===== config.mk =====
export PLATFORM = sky130hd
export DESIGN_NAME = branch_target_and_condition_unit
export DESIGN_NICKNAME = d
export VERILOG_FILES = /design/src/hw/rtl/btcu_pkg.sv /design/src/hw/rtl/btcu_in_stage.sv /design/src/hw/rtl/btcu_cond.sv /design/src/hw/rtl/btcu_resolve_stage.sv /design/src/hw/rtl/branch_target_and_condition_unit.sv
export VERILOG_INCLUDE_DIRS = /design/src /design/src/hw/rtl
export SDC_FILE = /design/constraint.sdc
export NUM_CORES = 1
export LEC_CHECK = 0
export ABC_AREA = 1
export BUFFER_PORTS_ARGS = -buffer_cell sky130_fd_sc_hd__buf_2
export CORE_ASPECT_RATIO = 1.1
export CORE_MARGIN = 1
export CORE_UTILIZATION = 54
export DETAILED_ROUTE_END_ITERATION = 7
export GPL_ROUTABILITY_DRIVEN = 0
export HOLD_SLACK_MARGIN = 0.08
export PLACE_DENSITY_LB_ADDON = 0.12
export RECOVER_POWER = 25
export SLEW_MARGIN = 20
export SYNTH_ARGS = -nofsm -noshare
export SYNTH_HDL_FRONTEND = slang
export SYNTH_HIERARCHICAL = 1
export SYNTH_SLANG_ARGS = --single-unit
export TNS_END_PERCENT = 100

===== constraint.sdc =====
create_clock -name i_clk -period 8.35 [get_ports i_clk]
set_clock_uncertainty 0.2 [all_clocks]
set_input_delay 0.4175 -clock i_clk [delete_from_list [all_inputs] [get_ports i_clk]]
set_output_delay 0.4175 -clock i_clk [all_outputs]
set_load 0.1 [all_outputs]

===== src/hw/rtl/assert_macros.svh =====
// Assertion macros used by the branch unit top level.
`ifndef ASSERT_MACROS_SVH
`define ASSERT_MACROS_SVH
`ifndef SYNTHESIS
// Clocked assertion, disabled while reset is asserted.
`define ASSERT_CLK(label, clk, rst_n, prop) \
    label: assert property (@(posedge clk) disable iff (!rst_n) prop) \
        else $error("branch unit assertion failed");
// Clocked assertion that is also checked during reset.
`define ASSERT_CLK_ALWAYS(label, clk, prop) \
    label: assert property (@(posedge clk) prop) \
        else $error("branch unit reset assertion failed");
`else
`define ASSERT_CLK(label, clk, rst_n, prop)
`define ASSERT_CLK_ALWAYS(label, clk, prop)
`endif
`endif


===== src/hw/rtl/btcu_pkg.sv =====
// Types and constants shared by the branch target and condition unit.
`timescale 1ns / 1ps
package btcu_pkg;

    // Stream widths.
    localparam int IN_TDATA_W  = 112;
    localparam int IN_TUSER_W  = 3;
    localparam int OUT_TDATA_W = 72;

    // Branch kinds.
    localparam logic [2:0] FUNC_BCOND       = 3'd0;
    localparam logic [2:0] FUNC_JMP_REG     = 3'd1;
    localparam logic [2:0] FUNC_JR_DISP22   = 3'd2;
    localparam logic [2:0] FUNC_JMP_DISP32  = 3'd3;
    localparam logic [2:0] FUNC_JARL_DISP32 = 3'd4;
    localparam logic [2:0] FUNC_JR_DISP32   = 3'd5;

    // Condition codes of the conditional branch.
    localparam logic [3:0] CC_V  = 4'h0;
    localparam logic [3:0] CC_C  = 4'h1;
    localparam logic [3:0] CC_Z  = 4'h2;
    localparam logic [3:0] CC_NH = 4'h3;
    localparam logic [3:0] CC_N  = 4'h4;
    localparam logic [3:0] CC_T  = 4'h5;
    localparam logic [3:0] CC_LT = 4'h6;
    localparam logic [3:0] CC_LE = 4'h7;
    localparam logic [3:0] CC_NV = 4'h8;
    localparam logic [3:0] CC_NC = 4'h9;
    localparam logic [3:0] CC_NZ = 4'hA;
    localparam logic [3:0] CC_H  = 4'hB;
    localparam logic [3:0] CC_P  = 4'hC;
    localparam logic [3:0] CC_SA = 4'hD;
    localparam logic [3:0] CC_GE = 4'hE;
    localparam logic [3:0] CC_GT = 4'hF;

    // Return address offsets.
    localparam logic [31:0] PC_STEP_BCOND  = 32'd2;
    localparam logic [31:0] PC_LINK_DISP22 = 32'd4;
    localparam logic [31:0] PC_LINK_DISP32 = 32'd6;

    typedef struct packed {
        logic sign;
        logic overflow;
        logic zero;
        logic carry;
        logic saturated;
    } t_flags;

    typedef struct packed {
        logic [2:0]  func;
        logic [31:0] cur_pc;
        logic [3:0]  cond_code;
        logic [31:0] disp_raw;
        logic [4:0]  reg_index;
        logic [31:0] reg_value;
        t_flags      flags;
    } t_branch_item;

    typedef struct packed {
        logic [31:0] next_pc;
        logic        taken;
        logic        link_write;
        logic [4:0]  link_index;
        logic [31:0] link_value;
    } t_branch_result;

endpackage


===== src/hw/rtl/btcu_in_stage.sv =====
// Input register stage: unpacks the slave stream and holds one item.
`timescale 1ns / 1ps
module btcu_in_stage
    import btcu_pkg::*;
(
    input  logic                  i_clk,
    input  logic                  i_rst_n,
    input  logic                  i_valid,
    output logic                  o_ready,
    input  logic [IN_TDATA_W-1:0] i_tdata,
    input  logic [IN_TUSER_W-1:0] i_tuser,
    output logic                  o_valid,
    input  logic                  i_ready,
    output t_branch_item          o_item
);

    logic         r_valid;
    t_branch_item r_item;
    t_branch_item n_item;

    // The stage takes an item when empty or when its item moves on.
    assign o_ready = !r_valid || i_ready;

    // Unpack the stream fields.
    always_comb begin
        n_item.func            = i_tuser[2:0];
        n_item.cur_pc          = i_tdata[31:0];
        n_item.cond_code       = i_tdata[35:32];
        n_item.disp_raw        = i_tdata[67:36];
        n_item.reg_index       = i_tdata[72:68];
        n_item.reg_value       = i_tdata[104:73];
        n_item.flags.sign      = i_tdata[105];
        n_item.flags.overflow  = i_tdata[106];
        n_item.flags.zero      = i_tdata[107];
        n_item.flags.carry     = i_tdata[108];
        n_item.flags.saturated = i_tdata[109];
    end

    // Valid flag.
    always_ff @(posedge i_clk) begin
        if (!i_rst_n) begin
            r_valid <= 1'b0;
        end else if (o_ready) begin
            r_valid <= i_valid;
        end
    end

    // Payload register.
    always_ff @(posedge i_clk) begin
        if (o_ready && i_valid) begin
            r_item <= n_item;
        end
    end

    assign o_valid = r_valid;
    assign o_item  = r_item;

endmodule


===== src/hw/rtl/btcu_cond.sv =====
// Branch condition evaluation from the processor status flags.
`timescale 1ns / 1ps
module btcu_cond
    import btcu_pkg::*;
(
    input  logic [3:0] i_cond_code,
    input  t_flags     i_flags,
    output logic       o_cond_true
);

    logic lt;

    // Signed less-than is sign differing from overflow.
    assign lt = i_flags.sign ^ i_flags.overflow;

    always_comb begin
        case (i_cond_code)
            CC_V:    o_cond_true = i_flags.overflow;
            CC_C:    o_cond_true = i_flags.carry;
            CC_Z:    o_cond_true = i_flags.zero;
            CC_NH:   o_cond_true = i_flags.carry || i_flags.zero;
            CC_N:    o_cond_true = i_flags.sign;
            CC_T:    o_cond_true = 1'b1;
            CC_LT:   o_cond_true = lt;
            CC_LE:   o_cond_true = lt || i_flags.zero;
            CC_NV:   o_cond_true = !i_flags.overflow;
            CC_NC:   o_cond_true = !i_flags.carry;
            CC_NZ:   o_cond_true = !i_flags.zero;
            CC_H:    o_cond_true = !(i_flags.carry || i_flags.zero);
            CC_P:    o_cond_true = !i_flags.sign;
            CC_SA:   o_cond_true = i_flags.saturated;
            CC_GE:   o_cond_true = !lt;
            CC_GT:   o_cond_true = !(lt || i_flags.zero);
            default: o_cond_true = 1'b0;
        endcase
    end

endmodule


===== src/hw/rtl/btcu_resolve_stage.sv =====
// Target and link resolution with the result register on the master side.
`timescale 1ns / 1ps
module btcu_resolve_stage
    import btcu_pkg::*;
#(
    parameter int unsigned REG_COUNT = 32
) (
    input  logic                   i_clk,
    input  logic                   i_rst_n,
    input  logic                   i_valid,
    output logic                   o_ready,
    input  t_branch_item           i_item,
    input  logic                   i_cond_true,
    output logic                   o_valid,
    input  logic                   i_ready,
    output logic [OUT_TDATA_W-1:0] o_tdata
);

    logic           r_valid;
    t_branch_result r_result;
    t_branch_result n_result;
    logic           base_ok;
    logic           link_ok;
    logic [31:0]    disp9;
    logic [31:0]    disp22;

    assign o_ready = !r_valid || i_ready;

    // Register range checks and sign-extended short displacements.
    assign base_ok = 32'(i_item.reg_index) < REG_COUNT;
    assign link_ok = base_ok && (i_item.reg_index != 5'd0);
    assign disp9   = {{23{i_item.disp_raw[7]}}, i_item.disp_raw[7:0], 1'b0};
    assign disp22  = {{10{i_item.disp_raw[21]}}, i_item.disp_raw[21:0]};

    // Next pc, taken mark and link write by branch kind.
    always_comb begin
        n_result.next_pc    = i_item.cur_pc;
        n_result.taken      = 1'b0;
        n_result.link_write = 1'b0;
        n_result.link_index = 5'd0;
        n_result.link_value = 32'd0;
        case (i_item.func)
            FUNC_BCOND: begin
                if (i_cond_true) begin
                    n_result.next_pc = i_item.cur_pc + disp9;
                    n_result.taken   = 1'b1;
                end else begin
                    n_result.next_pc = i_item.cur_pc + PC_STEP_BCOND;
                end
            end
            FUNC_JMP_REG: begin
                if (base_ok) begin
                    n_result.next_pc = i_item.reg_value;
                    n_result.taken   = 1'b1;
                end
            end
            FUNC_JR_DISP22: begin
                n_result.next_pc = i_item.cur_pc + disp22;
                n_result.taken   = 1'b1;
                if (link_ok) begin
                    n_result.link_write = 1'b1;
                    n_result.link_index = i_item.reg_index;
                    n_result.link_value = i_item.cur_pc + PC_LINK_DISP22;
                end
            end
            FUNC_JMP_DISP32: begin
                if (base_ok) begin
                    n_result.next_pc = i_item.reg_value + i_item.disp_raw;
                    n_result.taken   = 1'b1;
                end
            end
            FUNC_JARL_DISP32: begin
                n_result.next_pc = i_item.cur_pc + i_item.disp_raw;
                n_result.taken   = 1'b1;
                if (link_ok) begin
                    n_result.link_write = 1'b1;
                    n_result.link_index = i_item.reg_index;
                    n_result.link_value = i_item.cur_pc + PC_LINK_DISP32;
                end
            end
            FUNC_JR_DISP32: begin
                n_result.next_pc = i_item.cur_pc + i_item.disp_raw;
                n_result.taken   = 1'b1;
            end
            default: begin
                n_result.taken = 1'b0;
            end
        endcase
    end

    // Result valid flag.
    always_ff @(posedge i_clk) begin
        if (!i_rst_n) begin
            r_valid <= 1'b0;
        end else if (o_ready) begin
            r_valid <= i_valid;
        end
    end

    // Result payload register.
    always_ff @(posedge i_clk) begin
        if (o_ready && i_valid) begin
            r_result <= n_result;
        end
    end

    // Pack the master stream fields.
    assign o_valid = r_valid;
    assign o_tdata = {1'b0, r_result.link_value, r_result.link_index,
                      r_result.link_write, r_result.taken, r_result.next_pc};

endmodule


===== src/hw/rtl/branch_target_and_condition_unit.sv =====
// Top level of the branch target and condition unit.
`timescale 1ns / 1ps
`include "assert_macros.svh"
//
//  Channel   Direction  Payload
//  s_axis    in         branch item: kind in tuser, operands and flags in tdata
//  m_axis    out        next pc, taken mark and link register write in tdata
//
//  One item per cycle is sustained while m_axis is ready; each item passes
//  through the input register and then the result register.
//  Reset (i_rst_n low at a clock edge) empties both registers.
//  A stall on m_axis holds the result; the input register still takes an
//  item while the result register waits, then ready drops until it drains.
module branch_target_and_condition_unit
    import btcu_pkg::*;
#(
    parameter int unsigned REG_COUNT = 32
) (
    input  logic                   i_clk,
    input  logic                   i_rst_n,
    input  logic                   s_axis_tvalid,
    output logic                   s_axis_tready,
    // From bit 0: cur_pc[31:0], cond_code[35:32], disp_raw[67:36],
    // reg_index[72:68], reg_value[104:73], flag_sign[105],
    // flag_overflow[106], flag_zero[107], flag_carry[108],
    // flag_saturated[109], zero fill[111:110].
    input  logic [IN_TDATA_W-1:0]  s_axis_tdata,
    // From bit 0: func[2:0].
    input  logic [IN_TUSER_W-1:0]  s_axis_tuser,
    output logic                   m_axis_tvalid,
    input  logic                   m_axis_tready,
    // From bit 0: next_pc[31:0], taken[32], link_write[33],
    // link_index[38:34], link_value[70:39], zero fill[71].
    output logic [OUT_TDATA_W-1:0] m_axis_tdata
);

    logic         item_valid;
    logic         item_ready;
    t_branch_item item;
    logic         cond_true;

    btcu_in_stage u_in_stage (
        .i_clk   (i_clk),
        .i_rst_n (i_rst_n),
        .i_valid (s_axis_tvalid),
        .o_ready (s_axis_tready),
        .i_tdata (s_axis_tdata),
        .i_tuser (s_axis_tuser),
        .o_valid (item_valid),
        .i_ready (item_ready),
        .o_item  (item)
    );

    btcu_cond u_cond (
        .i_cond_code (item.cond_code),
        .i_flags     (item.flags),
        .o_cond_true (cond_true)
    );

    btcu_resolve_stage #(
        .REG_COUNT (REG_COUNT)
    ) u_resolve_stage (
        .i_clk       (i_clk),
        .i_rst_n     (i_rst_n),
        .i_valid     (item_valid),
        .o_ready     (item_ready),
        .i_item      (item),
        .i_cond_true (cond_true),
        .o_valid     (m_axis_tvalid),
        .i_ready     (m_axis_tready),
        .o_tdata     (m_axis_tdata)
    );

    // A link write never targets register zero.
    `ASSERT_CLK(a_no_link_r0, i_clk, i_rst_n, (m_axis_tvalid && m_axis_tdata[33]) |-> (m_axis_tdata[38:34] != 5'd0))
    // Every link write comes with a taken branch.
    `ASSERT_CLK(a_link_taken, i_clk, i_rst_n, (m_axis_tvalid && m_axis_tdata[33]) |-> m_axis_tdata[32])
    // Without a link write the link fields read as zero.
    `ASSERT_CLK(a_link_idle_zero, i_clk, i_rst_n, (m_axis_tvalid && !m_axis_tdata[33]) |-> ((m_axis_tdata[38:34] == 5'd0) && (m_axis_tdata[70:39] == 32'd0)))
    // Reset empties the result register.
    `ASSERT_CLK_ALWAYS(a_reset_empty, i_clk, !i_rst_n |=> !m_axis_tvalid)

endmodule

==> run summary <==
### Finish
• **relative area change from synthesis to final layout** 19.4%
• **Storage cell area** 5570 um2
• **footprint of the multi-input gates** 8770 um2
• **Antenna Diode Count** 0
• **share of final-layout standard cells stronger than drive strength 1** 11.9%
• **fill cell instance count of the final layout** 2,489
• **post-layout utilization of the core** 65.8%
• **number of nets at the end of the flow** 2,885

### Critical path
• **cell occurring most often along the worst timing path** sky130_fd_sc_hd__nand2_1
• **critical path start-end classification** reg -> reg
• **cell with the biggest individual delay on the critical path** sky130_fd_sc_hd__inv_1
• **count of cells along the worst register-to-register path** 22
• **CP max stage delay** 0.62 ns
• **chain of cells forming the critical path** inv_2 > nand2_1 > nand2_1 > nand3_1 > nand2_1 > nand3_1 > a21oi_2 > nand2_1 > inv_1 > ha_1 > nand2_1 > inv_1 > nand2_1 > inv_1 > a21oi_1 > nand2_1 > nand2_1 > nand3_1 > nand3_1 > nand2_1 > nor2_1 > nand2_1
• **largest driver fanout on the critical path** 23
• **Worst EP required** 8.36 ns
• **count of buffer and inverter cells on the critical path** 4
• **CP arrival** 4.53 ns
• **capture instance of the worst register-to-register path** u_resolve_stage/o_tdata[22]
• **sort of element at the end of the critical path** flop
• **worst r2r src** u_in_stage/o_item[75]
• **CP top delay family** simple AND/OR/NAND/NOR gates
• **startpoint kind of the worst setup timing path** flop
• **reg2reg setup slack** 3.83 ns

### Pwr
• **fraction of power spent switching nets** 40.0%
• **switching power of the nets** 1.21 mW
• **Lkg Pwr** 9.73 nW
• **design internal power** 1.81 mW
• **share of total power in the clock network** 27.0%
• **PwrDens** 159 nW/um2
• **portion of total power attributed to combinational logic** 34.7%
• **fraction of power consumed by sequential logic** 38.3%
• **Peak VDD IR** 0.136 mV

### Synth
• **flops & latches, synth** 186
• **Post-Syn Area** 15,900 um2
• **top cells by area, synth** sky130_fd_sc_hd__edfxtp_1, sky130_fd_sc_hd__nand2_1, sky130_fd_sc_hd__inv_1, sky130_fd_sc_hd__ha_1, sky130_fd_sc_hd__nand3_1
• **count of flip-flops with a built-in enable after synthesis** 184
• **number of standard cells after synthesis** 2,357
• **top cell type by total area after synthesis** sky130_fd_sc_hd__edfxtp_1
• **top cell type's share of synthesized area** 34.7%
• **synth unique cells** 58
• **Post-synth ARST share** 0%
• **Main synth FF type** sky130_fd_sc_hd__edfxtp_1
• **number of synthesis warnings** 6
• **synthesized area divided by synthesized cell count** 6.76 um2
• **proportion of synthesized chip area in sequential cells** 34.9%
• **Mapped Nets** 2,580

### Timing
• **final worst-path setup slack** 3.83 ns
• **shortest clock period the worst path allows after layout** 4.52 ns
• **maximum clock frequency** 0.221 GHz
• **worst slew margin relative to its limit** 41.1%
• **share of the cycle needed by the critical path after routing** 54.2%
• **# setup viols final** 0
• **actual slew at the worst max-slew pin** 0.884 ns
• **Min Hold Slack** 0.136 ns
• **setup total negative slack** 0 ns
• **number of pins with negative max-slew slack in the final report** 0
• **unrepaired setup endpoints after global routing** false
• **number of hold-slack violations in the final timing report** 0

### CTS
• **clock slew at the register clock pins of the worst setup and hold paths** 0.08 ns
• **root buffer selected by CTS** sky130_fd_sc_hd__clkbuf_16
• **clock sink total** 186
• **number of buffers inserted by post-CTS setup repair** 0
• **Clk Latency, worst-skew pair** 0.46 ns
• **cts bufs inserted** 17
• **buffer depth of the longest clock path** 2
• **count of H-tree levels built during CTS** 4
• **post-CTS sizing** 0
• **CTS tree** built

### Run status
• **failing checks** design-rule violations
• **status** finished, violations left

### Min path
• **critical hold path startpoint** m_axis_tready
• **Worst Hold End** u_resolve_stage/o_valid
• **count of cells along the worst hold path** 4
• **worst hold path type** in -> reg

### Drt
• **router iterations before antenna repair** 8
• **number of vias after detailed routing** 17.0k
• **number of nets with antenna violations after routing** 0
• **drt initial violations** 2,023
• **per-cell via count in the routed design** 5.57
• **per-cell routed wire length** 17.5 um
• **final wirelength** 53.2 mm
• **DRC violations left** 7

### Place
• **placement-stage worst setup slack** 3.99 ns
• **I/O Buffers** 189
• **half-perimeter wire length of the detailed placement result** 40.4 mm

### Global route
• **maximum number of pins on one net before global-route repair** 65
• **global router's overall resource usage** 35.2%
• **wire length of the first global-routing pass** 81.0 mm
• **final global-route overflow total** 0
• **via count of the first global-routing pass** 15.5k
• **initial antenna violation count** 0

### Floorplanning
• **Row Count** 65
• **number of top-level design ports** 193
• **horizontal die dimension** 166 um
• **starting utilization of the core area** 55.2%
• **overall die area** 30,200 um2
• **Core ar.** 28,900 um2
• **chip height** 182 um

### Run
• **number of maximum-capacitance constraint violations** 0

-- area by class of cell --
cell class	count	share of cell area (%)
multi-input cells	1748	46.1
flip-flops and latches	186	29.3
repair buffers	310	11.2
inverters	399	7.88
well taps	368	2.42
clock buffers	17	2.24
clock inverters	15	0.829
-- power by group through the flow --
stage,registers (mW),clock network (mW),logic (mW)
global placement,1.17,0,0.952
CTS,1.15,0.818,1.02
finish,1.16,0.816,1.05
global route,1.16,0.858,1.14
detailed placement,1.18,0,0.971
floorplan,1.31,0,0.587
-- cell families after synthesis --
kind of cell,Yosys count,share of synthesized area (%)
buffers and inverters,423,10.2
xor gates and xnor gates,25,1.37
adders and majority gates,104,8.31
and+or+nand+nor,1380,36.9
AOI/OAI and AO/OA,238,8.29
DFF,186,34.9
other,1,0.0235
-- cell usage after synthesis, types with 3 or more instances --
| master | instances |
|---|---|
| sky130_fd_sc_hd__and3_1 | 5 |
| sky130_fd_sc_hd__o22ai_1 | 13 |
| sky130_fd_sc_hd__fa_1 | 3 |
| sky130_fd_sc_hd__inv_1 | 374 |
| sky130_fd_sc_hd__o21bai_1 | 6 |
| sky130_fd_sc_hd__o21ai_1 | 12 |
| sky130_fd_sc_hd__nand3_1 | 150 |
| sky130_fd_sc_hd__nor4_1 | 3 |
| sky130_fd_sc_hd__clkbuf_1 | 10 |
| sky130_fd_sc_hd__nand2_2 | 11 |
| sky130_fd_sc_hd__a21oi_1 | 100 |
| sky130_fd_sc_hd__nor2_4 | 7 |
| sky130_fd_sc_hd__nor4_2 | 3 |
| sky130_fd_sc_hd__or2_2 | 17 |
| sky130_fd_sc_hd__nor3_2 | 3 |
| sky130_fd_sc_hd__nand4_1 | 20 |
| sky130_fd_sc_hd__a21boi_0 | 3 |
| sky130_fd_sc_hd__o32ai_1 | 3 |
| sky130_fd_sc_hd__inv_2 | 24 |
| sky130_fd_sc_hd__nand2_1 | 904 |
| sky130_fd_sc_hd__nor2_2 | 10 |
| sky130_fd_sc_hd__nand2_4 | 4 |
| sky130_fd_sc_hd__xor2_1 | 20 |
| sky130_fd_sc_hd__nor3_1 | 23 |
| sky130_fd_sc_hd__nor3_4 | 4 |
| sky130_fd_sc_hd__nor2_1 | 187 |
| sky130_fd_sc_hd__buf_2 | 10 |
| sky130_fd_sc_hd__o21ai_0 | 83 |
| sky130_fd_sc_hd__xnor2_1 | 5 |
| sky130_fd_sc_hd__ha_1 | 101 |
| sky130_fd_sc_hd__edfxtp_1 | 184 |
| sky130_fd_sc_hd__nand3b_1 | 19 |
| sky130_fd_sc_hd__nand3_2 | 3 |
-- worst min-delay path, cell delays in order --
cell and delay [ns]:
sky130_fd_sc_hd__buf_2 0.07, sky130_fd_sc_hd__inv_1 0.06, sky130_fd_sc_hd__nand2_1 0.10, sky130_fd_sc_hd__a21boi_0 0.09
-- cells in the final DEF (no fill, tap or decap), types with 12 or more instances in the layout --
cell type,instances
sky130_fd_sc_hd__a21oi_1,98
sky130_fd_sc_hd__buf_2,184
sky130_fd_sc_hd__clkbuf_16,17
sky130_fd_sc_hd__dlygate4sd3_1,115
sky130_fd_sc_hd__edfxtp_1,184
sky130_fd_sc_hd__ha_1,101
sky130_fd_sc_hd__inv_1,374
sky130_fd_sc_hd__inv_2,24
sky130_fd_sc_hd__nand2_1,904
sky130_fd_sc_hd__nand3_1,150
sky130_fd_sc_hd__nand3b_1,19
sky130_fd_sc_hd__nand4_1,20
sky130_fd_sc_hd__nor2_1,187
sky130_fd_sc_hd__nor3_1,23
sky130_fd_sc_hd__o21ai_0,83
sky130_fd_sc_hd__o21ai_1,12
sky130_fd_sc_hd__o22ai_1,13
sky130_fd_sc_hd__or2_2,17
sky130_fd_sc_hd__xor2_1,20
-- flip-flops by register name (all words and copies together), names as in the netlist --
signal	flops
u_in_stage/o_valid	1
u_resolve_stage/o_tdata	71
u_resolve_stage/o_valid	1
u_in_stage/o_item	113
-- stage by stage --
| stage | total power [mW] | std cells | cell area, um2 |
|---|---|---|---|
| 2_1_floorplan | 1.89 | 2357 | 15900 |
| 4_1_cts | 2.99 | 3043 | 19000 |
| 3_3_place_gp | 2.13 | 2896 | 17300 |
| 3_5_place_dp | 2.15 | 2896 | 17300 |
| 6_report | 3.02 | 3043 | 19000 |
| 5_1_grt | 3.16 | 3043 | 19000 |
-- layer usage --
metal	vias up	GRT usage [%]	share of wire [%]
met3	149	5.53	9.8
li1	8163	-	-
met4	0	17.9	4.8
met2	944	59.6	46
met5	-	0	0
met1	7705	43.8	39
-- worst max-delay path by stage --
| stage | start | end | depth (start not counted) |
|---|---|---|---|
| finish | u_in_stage/o_item[75] | u_resolve_stage/o_tdata[22] | 22 |
| global route | u_in_stage/o_item[75] | u_resolve_stage/o_tdata[15] | 21 |
| CTS | u_in_stage/o_item[75] | u_resolve_stage/o_tdata[15] | 21 |
| detailed placement | u_in_stage/o_item[75] | u_resolve_stage/o_tdata[15] | 21 |
| global placement | u_in_stage/o_item[75] | u_resolve_stage/o_tdata[15] | 21 |
| floorplan | u_resolve_stage/o_valid | u_in_stage/o_item[0] | 3 |
-- timing repair --
item,4_1_cts,5_1_grt
hold buffers,115,0
hold endpoints to repair,115,0
setup endpoints to repair,0,0
Note: power is estimated with default switching activity, not from simulation.
